## src/design/sgd_pkg.sv

```systemverilog
`default_nettype none
package sgd_pkg;

  localparam int MAX_WIDTH_DEFAULT = 2048;
  localparam int MAX_HEIGHT        = 4096;
  localparam int CORDIC_STEPS      = 20;
  localparam int STEP_W            = 5;
  localparam int HALF_PI_Q13       = 12868;
  localparam int MAG_MAX           = 255;
  localparam int FRAME_WIDTH_RESET  = 640;
  localparam int FRAME_HEIGHT_RESET = 480;

  localparam int GRAD_W = 11;
  localparam int XY_W   = 34;
  localparam int Z_W    = 23;
  localparam int SQ_W   = 22;

  // Register index is bit 2 of the byte address.
  localparam logic REG_FRAME_WIDTH  = 1'b0;
  localparam logic REG_FRAME_HEIGHT = 1'b1;

  typedef enum logic [2:0] {
    ST_IDLE,
    ST_READ,
    ST_START,
    ST_CALC,
    ST_HOLD
  } sgd_state_t;

  // atan(2^-i) in Q.20, rounded.
  function automatic logic signed [Z_W-1:0] atan_q20(input logic [STEP_W-1:0] i);
    logic signed [Z_W-1:0] v;
    begin
      unique case (i)
        5'd0:  v = 23'sd823550;
        5'd1:  v = 23'sd486170;
        5'd2:  v = 23'sd256879;
        5'd3:  v = 23'sd130396;
        5'd4:  v = 23'sd65451;
        5'd5:  v = 23'sd32757;
        5'd6:  v = 23'sd16383;
        5'd7:  v = 23'sd8192;
        5'd8:  v = 23'sd4096;
        5'd9:  v = 23'sd2048;
        5'd10: v = 23'sd1024;
        5'd11: v = 23'sd512;
        5'd12: v = 23'sd256;
        5'd13: v = 23'sd128;
        5'd14: v = 23'sd64;
        5'd15: v = 23'sd32;
        5'd16: v = 23'sd16;
        5'd17: v = 23'sd8;
        5'd18: v = 23'sd4;
        5'd19: v = 23'sd2;
        default: v = '0;
      endcase
      return v;
    end
  endfunction

endpackage
`default_nettype wire

```

## src/design/sgd_calc.sv

```systemverilog
`default_nettype none
module sgd_calc
  import sgd_pkg::*;
(
  input  wire logic                     clk,
  input  wire logic                     rst,
  input  wire logic                     start,
  input  wire logic signed [GRAD_W-1:0] gx,
  input  wire logic signed [GRAD_W-1:0] gy,
  output logic                          done,
  output logic [7:0]                    magnitude,
  output logic signed [14:0]            direction
);

  logic                    busy;
  logic [STEP_W-1:0]       step;
  logic signed [XY_W-1:0]  x;
  logic signed [XY_W-1:0]  y;
  logic signed [Z_W-1:0]   z;
  logic [SQ_W-1:0]         rem;
  logic [SQ_W-1:0]         root;
  logic [SQ_W-1:0]         sq_bit;
  logic                    gx_neg;
  logic                    gy_neg;
  logic                    gx_zero;

  logic [GRAD_W-1:0]       ax;
  logic [GRAD_W-1:0]       ay;
  logic signed [2*GRAD_W-1:0] sqx;
  logic signed [2*GRAD_W-1:0] sqy;
  logic [SQ_W-1:0]         trial;
  logic signed [Z_W-1:0]   zr;
  logic signed [Z_W-1:0]   q;
  logic signed [14:0]      qc;

  always_comb begin
    ax    = gx[GRAD_W-1] ? GRAD_W'(-gx) : GRAD_W'(gx);
    ay    = gy[GRAD_W-1] ? GRAD_W'(-gy) : GRAD_W'(gy);
    sqx   = gx * gx;
    sqy   = gy * gy;
    trial = root + sq_bit;
  end

  always_ff @(posedge clk) begin
    if (rst) begin
      busy <= 1'b0;
      done <= 1'b0;
      step <= '0;
    end else begin
      done <= 1'b0;
      if (start) begin
        busy <= 1'b1;
        step <= '0;
      end else if (busy) begin
        step <= step + 1'b1;
        if (step == STEP_W'(CORDIC_STEPS - 1)) begin
          busy <= 1'b0;
          done <= 1'b1;
        end
      end
    end
  end

  always_ff @(posedge clk) begin
    if (start) begin
      x       <= XY_W'({ax, 20'd0});
      y       <= XY_W'({ay, 20'd0});
      z       <= '0;
      rem     <= SQ_W'(sqx + sqy);
      root    <= '0;
      sq_bit  <= SQ_W'(1) << 20;
      gx_neg  <= gx[GRAD_W-1];
      gy_neg  <= gy[GRAD_W-1];
      gx_zero <= (gx == '0);
    end else if (busy) begin
      if (!y[XY_W-1]) begin
        x <= x + (y >>> step);
        y <= y - (x >>> step);
        z <= z + atan_q20(step);
      end else begin
        x <= x - (y >>> step);
        y <= y + (x >>> step);
        z <= z - atan_q20(step);
      end
      // Bit-pair square root runs alongside the first eleven angle steps.
      if (sq_bit != '0) begin
        if (rem >= trial) begin
          rem  <= rem - trial;
          root <= (root >> 1) + sq_bit;
        end else begin
          root <= root >> 1;
        end
        sq_bit <= sq_bit >> 2;
      end
    end
  end

  always_comb begin
    zr = z + Z_W'(64);
    q  = zr >>> 7;
    if (q < 0) begin
      qc = '0;
    end else if (q > Z_W'(HALF_PI_Q13)) begin
      qc = 15'(HALF_PI_Q13);
    end else begin
      qc = q[14:0];
    end
    if (gx_zero) begin
      direction = (!gy_neg && (root != '0 || rem != '0)) ? 15'(HALF_PI_Q13)
                                                         : -15'(HALF_PI_Q13);
    end else if (gx_neg != gy_neg) begin
      direction = -qc;
    end else begin
      direction = qc;
    end
    magnitude = (root > SQ_W'(MAG_MAX)) ? 8'(MAG_MAX) : root[7:0];
  end

endmodule
`default_nettype wire

```

## config.mk

```make
export PLATFORM = sky130hd
export DESIGN_NAME = sgd_calc
export DESIGN_NICKNAME = d
export VERILOG_FILES = /design/src/design/sgd_pkg.sv /design/src/design/sgd_calc.sv
export SDC_FILE = /design/constraint.sdc
export NUM_CORES = 2
export LEC_CHECK = 0
export BUFFER_PORTS_ARGS = -buffer_cell sky130_fd_sc_hd__buf_2
export CORE_AREA = 8 8 302 304
export DETAILED_ROUTE_END_ITERATION = 10
export DIE_AREA = 0 0 310 312
export HOLD_SLACK_MARGIN = 0.12
export MAX_ROUTING_LAYER = met4
export PLACE_DENSITY = 0.49
export SYNTH_ARGS = -nofsm -noshare
export SYNTH_HDL_FRONTEND = slang
export SYNTH_SLANG_ARGS = --single-unit
```

## constraint.sdc

```tcl
create_clock -name clk -period 7.2 [get_ports clk]
set_input_delay 0.72 -clock clk [delete_from_list [all_inputs] [get_ports clk]]
set_output_delay 0.72 -clock clk [all_outputs]
set_load 0.02 [all_outputs]
```

==> results.txt <==
----------------------------------------------------
[Floorplanning]
  Die X ... 310 um
  Number of placement rows ... 108
  Starting density of the core ... 0.348
  Placeable core region ... 0.0862 mm^2
  Chip Height ... 312 um
  Number of primary I/O pins ... 49
  Total die area ... 0.0967 mm^2

[Worst setup path]
  Critical Setup Path Class ... reg2reg
  Worst R2R End ... x[33]
  Worst Path Required ... 7.58 ns
  Critical Path AT ... 7.08 ns
  Cells on worst reg2reg path ... 22
  Ordered cell list for the critical path ... buf_4 > mux2i_1 > mux4_2 > a21o_1 > o221ai_2 > nor4b_4 > or4b_4 > or3_1 > nand2_1 > a21o_1 > o21ai_0 > ha_1 > and4_1 > nand2_1 > nor2_1 > o211ai_1 > nand3_1 > a22oi_1 > o211a_1 > or3_1 > mux2i_1 > mux2_1
  Cell type of the slowest stage on the worst timing path ... sky130_fd_sc_hd__dfxtp_2
  Reg-to-reg slack, setup ... 0.50 ns
  Worst path max stage delay ... 0.84 ns
  Crit. End Element ... register
  Crit Reg-Reg Startpoint ... step[3]
  Critical path fanouts, max ... 27
  Startpoint type of the worst setup path ... register
  CP Capture Point ... x[33]
  Worst setup path startpoint ... step[3]

[STA]
  Slew at the pin with the worst max-slew slack ... 1.11 ns
  Max-slew headroom at the worst pin ... 0.262
  Tmin final ... 6.70 ns
  Fin. max-slew vios ... 0
  Final Cycle Share ... 0.930
  RSZ-0062 raised after global routing ... no
  Clock skew after layout ... 0.0216 ns
  Maximum frequency from static timing analysis ... 0.149 GHz
  Final setup vio count ... 0
  Final hold violations ... 0

[Cells and area]
  Net total in the final layout ... 4103
  Share of post-route cells with drive strength above 1 ... 0.111
  Signed area change from the synthesized netlist to the final layout ... 9.01%
  Layout filler cell count ... 9147
  Number of non-filler instances in the completed layout ... 4767

[CTS]
  Clock transition time at the flip-flop clock pins of the worst setup and hold paths ... 0.08 ns
  CTS tree ... done
  CTS Buffer Depth ... 2
  Count of cells resized by post-cts repair ... 0
  Cell at the root of the clock tree ... sky130_fd_sc_hd__clkbuf_16
  Num CTS Buffers ... 17
  Number of buffers inserted for hold repair after clock tree synthesis ... 0
  Clock latency on the worst-skew pair ... 0.51 ns
  Buffers inserted by post-CTS timing repair ... 0
  Clock sinks ... 176
  # H-tree levels ... 4

[Detailed routing]
  Total iterations of the first detailed-routing run ... 5
  Number of vias in the routed layout ... 26000
  Antenna viol nets, final ... 0
  Detailed router's first-iteration violation count ... 1801
  Total detailed-routing wirelength ... 94.5 mm
  Remaining design rule violation count ... 0
  Detail-routed via count per cell ... 5.46
  Routed len/inst ... 19.8 um

[Synthesis]
  Synthesized netlist net count ... 4066
  Top_reg_cell synth ... sky130_fd_sc_hd__dfxtp_1
  Average size of a mapped cell ... 8.41 um^2
  Synthesis-stage register bit count ... 176
  Async set or reset register ratio after synthesis ... 0
  Cell area after synthesis ... 0.0300 mm^2
  Number of warnings reported in the yosys synthesis log ... 0
  Sequential element share of the synthesized area ... 0.133
  Netlist cell types ... 100
  Cells after synthesis ... 3561
  Post-synth EDFFs ... 47

[Placement]
  Routability congestion estimate from global placement ... 0.968
  Number of placed instances with taps included ... 4734
  I/O Buffers ... 48
  HPWL after DPL ... 76.2 mm

[Global routing]
  Global-route wire length before repair ... 151 mm
  Number of global-route vias before repair ... 25700
  Global routing usage on met1 ... 0.272
  Most used routing layer ... met2
  Gr ovfl total ... 0
  Maximum number of pins on one net before global-route repair ... 117
  Met2 layer usage reported by global route ... 0.322
  Met3 routing resource usage after global routing ... 0.0226
  Overall routing resource usage ... 0.202
  Antenna violations before repair ... 1

[Min path]
  Hold Crit Class ... in2reg
  Number of cells on the worst hold path ... 2

[Job]
  Max-capacitance violation count ... 0

[Run status]
  Outcome ... finished clean

----------------------------------------------------
-- synthesized netlist by cell type (19+ instances only) --
| cell type | n | share of area |
|---|---|---|
| sky130_fd_sc_hd__inv_1 | 375 | 0.047 |
| sky130_fd_sc_hd__nand2_1 | 294 | 0.037 |
| sky130_fd_sc_hd__nor2_1 | 292 | 0.037 |
| sky130_fd_sc_hd__ha_1 | 241 | 0.10 |
| sky130_fd_sc_hd__fa_1 | 239 | 0.16 |
| sky130_fd_sc_hd__a21oi_1 | 229 | 0.038 |
| sky130_fd_sc_hd__xnor2_1 | 197 | 0.058 |
| sky130_fd_sc_hd__o21ai_0 | 171 | 0.029 |
| sky130_fd_sc_hd__dfxtp_1 | 129 | 0.086 |
| sky130_fd_sc_hd__clkbuf_1 | 109 | 0.014 |
| sky130_fd_sc_hd__mux2i_1 | 94 | 0.031 |
| sky130_fd_sc_hd__xor2_1 | 86 | 0.025 |
| sky130_fd_sc_hd__mux4_2 | 75 | 0.056 |
| sky130_fd_sc_hd__a211oi_1 | 61 | 0.015 |
| sky130_fd_sc_hd__a21o_1 | 61 | 0.015 |
| sky130_fd_sc_hd__nor3_1 | 61 | 0.010 |
| sky130_fd_sc_hd__nand3_1 | 60 | 0.010 |
| sky130_fd_sc_hd__and2_1 | 58 | 0.012 |
| sky130_fd_sc_hd__edfxtp_1 | 47 | 0.047 |
| sky130_fd_sc_hd__a31oi_1 | 41 | 0.0086 |
| sky130_fd_sc_hd__nand2b_1 | 39 | 0.0081 |
| sky130_fd_sc_hd__nor2b_1 | 38 | 0.0079 |
| sky130_fd_sc_hd__o21a_1 | 33 | 0.0083 |
| sky130_fd_sc_hd__mux2_2 | 30 | 0.011 |
| sky130_fd_sc_hd__o21bai_1 | 30 | 0.0075 |
| sky130_fd_sc_hd__nor4_1 | 25 | 0.0052 |
| sky130_fd_sc_hd__o22ai_1 | 25 | 0.0052 |
| sky130_fd_sc_hd__or2_2 | 25 | 0.0052 |
| sky130_fd_sc_hd__nand4_1 | 24 | 0.0050 |
| sky130_fd_sc_hd__and3_1 | 22 | 0.0046 |
| sky130_fd_sc_hd__buf_1 | 21 | 0.0026 |
| sky130_fd_sc_hd__buf_2 | 21 | 0.0035 |
| sky130_fd_sc_hd__or3_1 | 19 | 0.0040 |
-- critical path: cells and delay by family, from the launching register on --
kind	cells	cell delay, ns
simple gates	9	2.62
fa+ha+maj	1	0.30
mux	4	1.04
flops	1	0.84
buf+inv	1	0.28
compound gates	7	1.47
-- kinds of logic (layout without fill, tap and decap cells) --
kind of cell / after synthesis / count (layout) / synth area share
and+or+nand+nor: 1006 / 1006 / 0.161
AOI/OAI and AO/OA: 860 / 860 / 0.188
buffers and inverters: 554 / 604 / 0.0743
adders and majority gates: 480 / 480 / 0.260
xor gates and xnor gates: 283 / 283 / 0.0827
muxes: 202 / 202 / 0.101
DFF: 176 / 176 / 0.133
other: 0 / 1 / 0
-- area by class of cell --
cell class	instances	area [um^2]	area share
clock inverter	13	131	0.00402
inverter	382	1430	0.0439
sequential	176	4010	0.123
multi-input combinational	2831	23800	0.728
clock buffer	19	454	0.0139
tap	1155	1450	0.0442
antenna	1	2.50	0.0000766
timing repair buffer	190	1410	0.0433
-- layer usage --
| layer | vias up | share of wire |
|---|---|---|
| li1 | 12600 | - |
| met1 | 12800 | 0.46 |
| met2 | 577 | 0.47 |
| met3 | 111 | 0.040 |
| met4 | 0 | 0.025 |
| met5 | - | 0 |
-- layout by cell type, fill, tap and decap left out, drive strengths merged, types with 76 or more instances in the layout --
cell,netlist,final
inv,377,388
nand2,295,295
nor2,292,292
ha,241,241
fa,239,239
a21oi,229,229
xnor2,197,197
buf,63,190
o21ai,175,175
dfxtp,129,129
mux2i,94,94
xor2,86,86
mux4,76,76
-- through the flow --
step / utilization / cell area (um^2) / TNS [ns] / hold slack [ns] / setup slack, ns
floorplan: - / 30000 / 0 / 0.463 / 0.0778
global placement: 0.372 / 32100 / 0 / 0.478 / 0.0780
detailed placement: 0.372 / 32100 / -0.00467 / 0.494 / -0.00467
CTS: 0.379 / 32700 / 0 / 0.331 / 0.508
global route: 0.379 / 32700 / 0 / 0.351 / 0.0119
finish: 0.379 / 32700 / 0 / 0.374 / 0.502
-- worst min-delay path by stage --
stage                     startpoint    to  slack, ns
after global routing             rst  busy       0.35
after detailed placement        z[0]  z[0]       0.49
after global placement          z[0]  z[0]       0.48
final                            rst  busy       0.37
after floorplan                 z[0]  z[0]       0.46
after CTS                        rst  busy       0.33
Power is not shown: default switching activity piles up to over one toggle a cycle in this logic, so the estimate is an artifact.
